### config.mk
export PLATFORM = sky130hd
export DESIGN_NAME = clt_cell
export DESIGN_NICKNAME = d
export VERILOG_FILES = /design/src/hw/rtl/clt_pkg.sv /design/src/hw/rtl/clt_cell.sv
export SDC_FILE = /design/constraint.sdc
export NUM_CORES = 1
export LEC_CHECK = 0
export BUFFER_PORTS_ARGS = -buffer_cell sky130_fd_sc_hd__buf_2
export CAP_MARGIN = 20
export CELL_PAD_IN_SITES_DETAIL_PLACEMENT = 1
export CELL_PAD_IN_SITES_GLOBAL_PLACEMENT = 1
export CORE_AREA = 5 5 168 170
export DETAILED_ROUTE_END_ITERATION = 16
export DIE_AREA = 0 0 173 175
export HOLD_SLACK_MARGIN = 0.03
export PLACE_DENSITY_LB_ADDON = 0.2
export SLEW_MARGIN = 25
export SYNTH_ARGS = -nofsm -noshare
export SYNTH_HDL_FRONTEND = slang
export SYNTH_SLANG_ARGS = --single-unit
### constraint.sdc
create_clock -name clk -period 23.6 [get_ports clk]
set_input_delay 1.18 -clock clk [delete_from_list [all_inputs] [get_ports clk]]
set_output_delay 1.18 -clock clk [all_outputs]
set_load 0.03 [all_outputs]
### src/hw/rtl/clt_pkg.sv
// ----------------------------------------------------------------------------
// clt_pkg
// Shared types and constants for the call latency tracker.
// ----------------------------------------------------------------------------
package clt_pkg;

  localparam int TID_W    = 22;
  localparam int PID_W    = 22;
  localparam int CID_IN_W = 11;
  localparam int CID_W    = 10;  // stored call id, wide enough for any non-negative input call id
  localparam int CNUM_W   = 9;
  localparam int TS_W     = 64;
  localparam int CNT_W    = 48;
  localparam int CFG_IDX_W = 8;
  localparam int CFG_DAT_W = 22;

  localparam logic [CNT_W-1:0] CNT_MAX = {CNT_W{1'b1}};

  localparam logic [CFG_IDX_W-1:0] REG_PROC_ON  = 8'd0;
  localparam logic [CFG_IDX_W-1:0] REG_PROC_VAL = 8'd1;
  localparam logic [CFG_IDX_W-1:0] REG_CALL_ON  = 8'd2;
  localparam logic [CFG_IDX_W-1:0] REG_CALL_VAL = 8'd3;

  localparam logic KIND_ENTER = 1'b0;
  localparam logic KIND_EXIT  = 1'b1;

  typedef enum logic [1:0] {
    ST_CLEAR,
    ST_IDLE,
    ST_DECIDE,
    ST_UPDATE
  } clt_state_t;

  // broadcast from the controller to every slot cell
  typedef struct packed {
    logic enter_wr;  // matching cell takes the new call
    logic alloc;     // first free cell opens a slot
    logic retire;    // matching cell closes
  } clt_ctrl_t;

  typedef struct packed {
    logic [CID_W-1:0] call;
    logic [TS_W-1:0]  start;
    logic [TS_W-1:0]  addr;
  } clt_slot_t;

  typedef struct packed {
    logic [CNT_W-1:0] done;
    logic [CNT_W-1:0] lost;
    logic [TS_W-1:0]  sum;
  } clt_stat_t;

endpackage

### src/hw/rtl/clt_cell.sv
// ----------------------------------------------------------------------------
// clt_cell
// One open-call slot; passes free, hit and read data on to its neighbor.
// ----------------------------------------------------------------------------
module clt_cell
  import clt_pkg::*;
(
  input  logic             clk,
  input  logic             rst_n,
  input  clt_ctrl_t        ctrl,
  input  logic [TID_W-1:0] tid,
  input  clt_slot_t        wr_data,
  input  logic             free_in,
  input  logic             hit_in,
  input  clt_slot_t        rd_in,
  output logic             free_out,
  output logic             hit_out,
  output clt_slot_t        rd_out
);

  logic             valid_r;
  logic [TID_W-1:0] thread_r;
  clt_slot_t        data_r;
  logic             match;
  logic             first_free;

  assign match      = valid_r && (thread_r == tid);
  assign first_free = !valid_r && !free_in;
  assign free_out   = free_in | !valid_r;
  assign hit_out    = hit_in | match;
  assign rd_out     = match ? data_r : rd_in;

  always_ff @(posedge clk) begin
    if (!rst_n) begin
      valid_r <= 1'b0;
    end else if (ctrl.alloc && first_free) begin
      valid_r <= 1'b1;
    end else if (ctrl.retire && match) begin
      valid_r <= 1'b0;
    end
  end

  always_ff @(posedge clk) begin
    if ((ctrl.enter_wr && match) || (ctrl.alloc && first_free)) begin
      data_r <= wr_data;
    end
    if (ctrl.alloc && first_free) begin
      thread_r <= tid;
    end
  end

endmodule

==> results of run 1 <==
[final timing paths]
| kind | slack (ns) | endpoint |
|---|---|---|
| worst max-delay path | 18.36 | rd_out[95] |
| worst min-delay path | 0.63 | valid_r |
| worst max register to register | 19.25 | data_r[2] |
| worst min register to register | 0.63 | valid_r |
[layout make-up]
| cell class | count | area share [%] |
|---|---|---|
| diodes | 5 | 0.125 |
| clock buffers | 20 | 4.56 |
| clock inverters | 12 | 1.48 |
| inverters | 2 | 0.0750 |
| multi-input cells | 174 | 18.6 |
| flip-flops and latches | 161 | 48.2 |
| well taps | 341 | 4.26 |
| repair buffers | 450 | 22.7 |
[cells in the mapped netlist, drive strengths merged]
master	instances
nand2b	2
nor3	1
inv	2
buf	13
nor2b	2
nand3	1
nor4	2
nand4	4
xnor2	15
mux2	138
o221a	1
xor2	7
edfxtp	160
dfxtp	1
o21bai	1
clkbuf	2
[sequential cells by signal (all words and copies together) (netlist names)]
| register | cells |
|---|---|
| data_r | 138 |
| valid_r | 1 |
| thread_r | 22 |
[worst max-delay path: cells and delay by family]
family        cells  cell delay [ns]
mux               1             0.44
buf+inv           3             0.88
xor+xnor          1             0.16
simple gates      3             1.34
[stage by stage]
stage                     setup WS (ns)  power [mW]  cells  area, um2  util (%)
after floorplan                   14.32       0.384    352       6790         -
after global placement            18.43       0.425   1128       9390      35.3
after detailed placement          18.29       0.426   1128       9390      35.3
after CTS                         18.35       0.715   1160       9990      37.6
after global routing              18.15       0.734   1165      10000      37.7
final                             18.36       0.704   1165      10000      37.7
[layer usage]
metal / vias up / share of wire [%]
met3: 36 / 9.5
met2: 271 / 52
li1: 2290 / -
met1: 2354 / 36
met4: 8 / 2.7
met5: - / 0.28
[kinds of logic (layout without fill, tap and decap cells)]
logic type	count (synthesis)	in the layout	share of synthesized area (%)
simple gates	12	12	1.07
xor+xnor	22	22	2.84
flops	161	161	71.0
other cells	0	5	0
compound gates	2	2	0.276
mux	138	138	22.9
buf+inv	17	484	1.92
[where the power goes]
group,internal (mW),switching (mW)
Sequential,0.329,0.00332
Combinational,0.0357,0.0503
Clock,0.164,0.121
Total,0.529,0.174
==> metrics.txt, run 1 <==
Port Buffers=444; Setup Skew=0.0149 ns; post-DR wirelength/cell=20.0 um; post-synth top area cell=edfxtp_1; PD cells=70.3 mW/mm2; # setup viols final=0; drt pass-1 iters=4; P_leak=4.24 nW; CTS tree=done; via count=4959; Synth top area share=70.7%; CTS max path bufs=2; Layout area overhead=47.3%; max_cap viols=0; Final ANT Viol Nets=0; Fmax achieved=0.191 GHz; crit-path cells=buf_2, xnor2_1, nand4_1, nor4_1, nand3_4, buf_4, mux2_1, buf_2; hold_sp=valid_r; Tmin final=5.24 ns; GP Congestion=0.760; Worst-Skew Late Latency=0.42 ns; Final Max Slew Viols=0; largest net degree at the start of global routing=57; Hold Path Class=flop to flop; critical path launch point=tid[9]; Post-CTS Resized=0; RSZ-0062 raised after global routing=false; met2 Use GR=26.8%; commonest non-fill, non-tap cell in the layout=buf_2; Critical Path Start Type=primary input; # H-tree levels=4; kind of critical path=primary input to output port; Core Footprint=0.0266 mm2; antenna violations before repair=10; r2r startpoint=thread_r[9]; Worst EP arrival=4.06 ns; number of global-route vias before repair=5583; CTS clock-pin slew for the worst setup and hold paths=0.07 ns; setup TNS=0 ns; post-synthesis sequential area ratio=71.0%; Fin. Hold Viols=0; Synth Cell Area=0.00679 mm2; cts hold-fix bufs=0; met3 Resource Use GR=6.73%; die area=0.0303 mm2; Rel. slew slack=50.0%; final routed DRC violation total=0; post-synthesis average cell area=19.3 um2; Peak VDD IR=29.1 uV; io pins=445; Die Wd=173 um; postcts setup bufs=0; run status=finished, final reports clean; met1 Usage GRT=15.4%; yosys warns=0; busiest grt layer=met2; most frequent CP cell=buf_2; GRT overflow=0; CP required=22.42 ns; FILL cells=2967; Tightest Pin Transition=0.749 ns; Root Driver=clkbuf_16; CP peak stage delay=0.62 ns; Reg2Reg Depth=8; CTS Buf Count=17; first-pass GRT wire length=34500 um; post-DR vias/cell=4.26; Clock Sink Count=161; Synth Net Count=657; drt total wl=23300 um; Hold Crit Depth=1; slowest CP cell=nand3_4; register bit total from synthesis=161; CP endpoint kind=output port; register area=0.00482 mm2; most frequent cells in the layout=444 x buf_2, 160 x edfxtp_1, 87 x mux2_1; Row Count=60; drt initial violations=201; synth top area cells=edfxtp_1 71%, mux2_1 14%, mux2_2 8.5%; Final nets=1111; GRT Overall Usage=15.1%; Die Span Y=175 um; minimum hold slack=0.634 ns; fin crit share=22.2%; cell count after synthesis=352; share of layout cells above drive strength 1=65.4%; crit path max fanout=48; Initial Util=25.6%; Unique masters post-synth=20; multi-input logic area=0.00186 mm2; dpl hpwl=18600 um
No activity file was read; power rests on OpenSTA's default activity.
==> run 2, diff against run 1 <==
ABC_AREA = 1   (was not set)
CORE_AREA = not set   (was 5 5 168 170)
CORE_ASPECT_RATIO = 1.75   (was not set)
CORE_MARGIN = 5   (was not set)
CORE_UTILIZATION = 28   (was not set)
DIE_AREA = not set   (was 0 0 173 175)
clock period = 4.55 ns   (was 23.6 ns; I/O delays follow)
==> run 2 against run 1 <==
Final cell count is 44% higher. First-iteration DRC count is 90% higher. Clock power grew to 4.8 times the previous value. Global-route usage is 5.2 points higher. Critical path depth is 4 higher. Area after synthesis is 12% higher. Cell area is 22% higher. Die area is 1.3% higher. Largest power group unchanged.
==> metrics.txt, run 2 <==
run status=finished, final reports clean; io pins=445 (unchanged); post-DR vias/cell=4.73 (+11%); Worst EP arrival=3.20 ns (-0.86 ns); CP required=4.32 ns (-18.10 ns); ys async rst share=0% (unchanged); Hold Path Class=primary input to flop; drt initial violations=382 (+90%); Row Count=79 (+32%); Most flops, register=data_r; Final nets=1647 (+48%); CP endpoint kind=output port; GRT Overall Usage=20.3% (+5.2 points); final std cells w/o fill=1683 (+44%); via count=7953 (+60%); post-synthesis sequential area ratio=63.5% (-7.5 points); CTS clock-pin slew for the worst setup and hold paths=0.06 ns (about the same); Initial Util=28.5% (+2.9 points); Tmin final=3.42 ns; Unique masters post-synth=19 (-5.0%); Synth top cells by count=339 x nand2_1, 160 x edfxtp_1, 138 x nand4_1; Die Wd=135 um (-22%); kind of critical path=primary input to output port; Largest register FFs=138 (unchanged); Rel. slew slack=35.9% (-14 points); commonest non-fill, non-tap cell in the layout=buf_2; Critical Path Start Type=primary input; CTS max path bufs=2 (unchanged); cell count after synthesis=769 (+120%); most frequent cells in the layout=444 x buf_2, 339 x nand2_1, 161 x dlygate4sd3_1; Synth top area share=63.2% (-7.5 points); post-DR wirelength/cell=19.0 um (-5.1%); GP Congestion=0.795 (+4.7%); Setup Skew=0.00919 ns (-0.00571 ns); DP Worst Slack=1.67 ns (-16.62 ns); crit path max fanout=66 (+38%); register bit total from synthesis=161 (unchanged); Worst-Skew Late Latency=0.43 ns (about the same); final routed DRC violation total=0 (unchanged); # H-tree levels=4 (unchanged); Core Footprint=0.0267 mm2 (+0.42%); top_reg_cell synth=edfxtp_1; CTS tree=done; antenna violations before repair=6 (-4); Final Power=3.71 mW (+430%); Root Driver=clkbuf_16; biggest regs=data_r (138), thread_r (22), valid_r (1); drt pass-1 iters=4 (unchanged); most common cell in the netlist=nand2_1; fin crit share=75.2%; drt total wl=32000 um (+37%); Fmax achieved=0.292 GHz; Port Buffers=444 (unchanged); Layout area overhead=60.4%; placed inst area=0.0100 mm2 (+6.6%); Clock Sink Count=161 (unchanged); Post-synth EDFFs=160 (unchanged); Synth Cell Area=0.00760 mm2 (+12%); Final Cell Area=0.0122 mm2 (+22%); Tightest Pin Transition=0.961 ns (+0.212 ns); placed cells=1486 (+32%); # setup viols final=0 (unchanged); CTS Buf Count=17 (unchanged); cts hold-fix bufs=161 (+161); dpl hpwl=22500 um (+21%); synth top area cells=edfxtp_1 63%, nand2_1 17%, nand4_1 11%; post-synth top area cell=edfxtp_1; Fin. Hold Viols=0 (unchanged); PD cells=304 mW/mm2 (+330%); Final ANT Viol Nets=0 (unchanged); postcts setup bufs=0 (unchanged); RSZ-0062 raised after global routing=false; GRT overflow=0 (unchanged); Peak VDD IR=237 uV (+720%); register area=0.00482 mm2 (unchanged); Final Max Slew Viols=0 (unchanged); share of layout cells above drive strength 1=35.8% (-30 points); worst setup margin=1.13 ns (-17.24 ns); Post-CTS Resized=0 (unchanged); post-synthesis average cell area=9.88 um2 (-49%); yosys warns=0 (unchanged); largest net degree at the start of global routing=139 (+140%); die area=0.0307 mm2 (+1.3%); number of global-route vias before repair=8539 (+53%); Die Span Y=228 um (+30%); P_leak=5.81 nW (+37%); max_cap viols=0 (unchanged); first-pass GRT wire length=48000 um (+39%); FILL cells=3148 (+6.1%); multi-input logic area=0.00231 mm2 (+24%); Synth Net Count=1074 (+63%)
run 2: changes by cell type in the layout (fill, tap and decap cells not counted), moves of 7 or more:
cell | previous run | this run
nand2_1 | 0 | 339
dlygate4sd3_1 | 0 | 161
nand4_1 | 4 | 138
mux2_1 | 87 | 0
mux2_2 | 51 | 0
inv_1 | 2 | 42
nor2_1 | 0 | 18
xnor2_1 | 15 | 1
xor2_1 | 7 | 0
run 2: final timing paths:
kind / startpoint / to / slack (ns) / depth (start not counted)
worst max-delay path: tid[20] / rd_out[123] / 1.13 / 12
worst min-delay path: ctrl[0] / valid_r / 0.09 / 4
worst max register to register: thread_r[3] / data_r[129] / 1.79 / 8
worst min register to register: valid_r / valid_r / 0.60 / 2
run 2: logic make-up after synthesis:
family | synth area share [%]
xor gates and xnor gates | 0.115
AOI/OAI and AO/OA | 0.230
and+or+nand+nor | 29.4
buffers and inverters | 6.72
DFF | 63.5
run 2: final cells by class:
type | count | area share [%]
antenna | 4 | 0.0821
inverter | 43 | 1.32
clock buffer | 20 | 3.58
sequential | 161 | 39.6
multi-input combinational | 505 | 18.9
tap | 324 | 3.33
clock inverter | 12 | 0.955
timing repair buffer | 614 | 32.2
run 2: where the power goes:
part / switching (mW) / internal [mW]
Combinational: 0.332 / 0.267
Clock: 0.580 / 0.800
Sequential: 0.0199 / 1.71
Total: 0.932 / 2.78
run 2: metal layers:
| layer | routed length [um] | track usage, % |
|---|---|---|
| met4 | 980 | 8.09 |
| met3 | 1800 | 4.58 |
| met5 | 19 | 0 |
| met1 | 11900 | 22.2 |
| met2 | 17300 | 37.5 |
run 2: metrics by stage:
step           util, %  hold slack, ns  TNS, ns
2_1_floorplan        -           0.326   -83.36
3_3_place_gp      37.5           0.404        0
3_5_place_dp      37.5           0.406        0
4_1_cts           45.6          0.0548        0
5_1_grt           45.6          0.0884        0
6_report          45.7          0.0885        0
run 2: worst max-delay path, stage by stage:
cell and delay [ns]:
dlygate4sd3_1 0.53, buf_2 0.13, inv_1 0.04, nand2_1 0.05, nand2_1 0.04, nor2_1 0.13
nand2_1 0.11, nor2_4 0.51, buf_4 0.71, nand4_1 0.20, nand2_1 0.18, buf_2 0.23
==> run 3, diff against run 2 <==
ABC_AREA = 0   (was 1)
CORE_AREA = 5 5 168 170   (was not set)
CORE_ASPECT_RATIO = not set   (was 1.75)
CORE_MARGIN = not set   (was 5)
CORE_UTILIZATION = not set   (was 28)
DIE_AREA = 0 0 173 175   (was not set)
clock period = 3.3 ns   (was 4.55 ns; I/O delays follow)
==> run 3 against run 2 <==
Die area is 1.3% lower. Clock skew grew 0.0098 ns. Cell area down 4.8%. Count of clock-buffer cells in the layout stayed put. Register-to-register slack lost 1.0 ns. Largest cell class unchanged.
==> metrics.txt, run 3 (synthesis results as in run 1) <==
Rel. slew slack=43.6% (+7.7 points); Tmin final=2.96 ns; most frequent cells in the layout=444 x buf_2, 161 x dlygate4sd3_1, 160 x edfxtp_1; GP Congestion=0.736 (-7.4%); # setup viols final=0 (unchanged); CP top delay family=buffers and inverters; io pins=445 (unchanged); first-pass GRT wire length=36100 um (-25%); final routed DRC violation total=0 (unchanged); Die Span Y=175 um (-23%); register area=0.00482 mm2 (unchanged); CTS Buf Count=17 (unchanged); CP peak stage delay=0.54 ns (-0.17 ns); switching part of the total=25.0% (-0.13 points); Hold Path Class=primary input to flop; CTS clock-pin slew for the worst setup and hold paths=0.07 ns (about the same); Core Footprint=0.0266 mm2 (-0.42%); drt total wl=23900 um (-25%); Worst EP arrival=2.79 ns (-0.41 ns); Initial Util=25.6% (-2.9 points); drt initial violations=133 (-65%); Critical Path Stages=9 (-3); P_int=3.81 mW (+37%); Worst-Skew Late Latency=0.42 ns (about the same); PD cells=438 mW/mm2 (+44%); via count=5539 (-30%); slowest CP cell=dlygate4sd3_1; Row Count=60 (-24%); Port Buffers=444 (unchanged); RSZ-0062 raised after global routing=false; drt pass-1 iters=4 (unchanged); max_cap viols=0 (unchanged); P_leak=4.89 nW (-16%); met3 WL=1870 um (+3.9%); Largest register FFs=138 (unchanged); most frequent CP cell=buf_2; minimum hold slack=0.0831 ns (-0.00542 ns); GRT Overall Usage=15.3% (-5.1 points); Final Max Slew Viols=0 (unchanged); Final Cell Area=0.0116 mm2 (-4.8%); Met2 Wirelength=12900 um (-26%); fin crit share=89.7%; Fmax achieved=0.338 GHz; GRT overflow=0 (unchanged); sequential power share=46.8% (+0.2 points); routed length on met1=8850 um (-26%); Max Used Layer=met5; crit path max fanout=61 (-7.6%); run status=finished, final reports clean; postcts setup bufs=0 (unchanged); crit-path cells=dlygate4sd3_1, buf_2, xnor2_1, nand4_1, nor4_1, nand3_4, buf_4, mux2_1, buf_2; multi-input logic area=0.00186 mm2 (-19%); biggest regs=data_r (138), thread_r (22), valid_r (1); # H-tree levels=4 (unchanged); CP endpoint kind=output port; Root Driver=clkbuf_16; Die Wd=173 um (+29%); Tightest Pin Transition=0.845 ns (-0.116 ns); dpl hpwl=17800 um (-21%); Comb pwr share=15.3% (-0.9 points); Peak VDD IR=230 uV (-3.1%); Final nets=1271 (-23%); largest net degree at the start of global routing=81 (-42%); placed inst area=0.00942 mm2 (-5.9%); kind of critical path=primary input to output port; DP Worst Slack=0.681 ns (-0.985 ns); commonest non-fill, non-tap cell in the layout=buf_2; Clock Sink Count=161 (unchanged); number of global-route vias before repair=6239 (-27%); Most flops, register=data_r; die area=0.0303 mm2 (-1.3%); Clock Power Share=37.9% (+0.7 points); Final Power=5.08 mW (+37%); post-DR vias/cell=4.19 (-11%); Final ANT Viol Nets=0 (unchanged); Hold Crit Depth=3 (-1); Critical Path Start Type=primary input; Layout area overhead=70.8%; CTS tree=done; antenna violations before repair=2 (-4); Reg2Reg Depth=7 (-1); Fin. Hold Viols=0 (unchanged); CTS max path bufs=2 (unchanged); FILL cells=2852 (-9.4%); worst setup margin=0.341 ns (-0.785 ns); post-layout util=43.7% (-2.0 points); post-DR wirelength/cell=18.1 um (-5.0%); Setup Skew=0.0190 ns (+0.00983 ns); WP buf/inv=4 (-1); share of layout cells above drive strength 1=54.5% (+19 points); CP required=3.13 ns (-1.19 ns); Sw Pwr=1.27 mW (+36%)
[run 3: final timing paths]
kind / from / endpoint / slack [ns]
worst min-delay path: ctrl[0] / valid_r / 0.08
worst min register to register: valid_r / valid_r / 0.63
worst max-delay path: tid[21] / rd_out[105] / 0.34
worst max register to register: thread_r[16] / data_r[38] / 0.77
[run 3: final cells by class]
| type | count | area share, % |
|---|---|---|
| clock inverters | 12 | 1.05 |
| flip-flops and latches | 161 | 41.6 |
| multi-input cells | 174 | 16.1 |
| diodes | 1 | 0.0216 |
| inverters | 2 | 0.0647 |
| clock buffers | 20 | 3.85 |
| well taps | 341 | 3.68 |
| repair buffers | 610 | 33.7 |
[run 3: through the flow]
| step | setup TNS, ns | instances |
|---|---|---|
| 3_3_place_gp | 0 | 1127 |
| 3_5_place_dp | 0 | 1127 |
| 5_1_grt | 0 | 1321 |
| 4_1_cts | 0 | 1320 |
| 2_1_floorplan | -83.96 | 352 |
| 6_report | 0 | 1321 |
[run 3: power groups by stage]
| stage | Sequential, mW | Clock, mW | Combinational (mW) |
|---|---|---|---|
| 3_3_place_gp | 2.42 | 0 | 0.618 |
| 4_1_cts | 2.38 | 2.01 | 0.789 |
| 6_report | 2.38 | 1.93 | 0.778 |
| 3_5_place_dp | 2.42 | 0 | 0.626 |
| 5_1_grt | 2.38 | 2.10 | 0.836 |
| 2_1_floorplan | 2.42 | 0 | 0.317 |
[run 3: layer usage]
metal  vias to the layer above  GRT usage, %
met3                        17          5.58
met1                      2639          16.2
li1                       2610             -
met2                       271          28.7
met4                         2          3.72
met5                         -             0
[run 3: what timing repair did]
item	CTS	global route
resized for setup	0	0
hold buffers	161	0
endpoints found under the hold margin	161	0
[run 3: worst min-delay path, cell delays in order]
cell     delay, ns
buf_2         0.10
inv_1         0.04
o221a_2       0.17
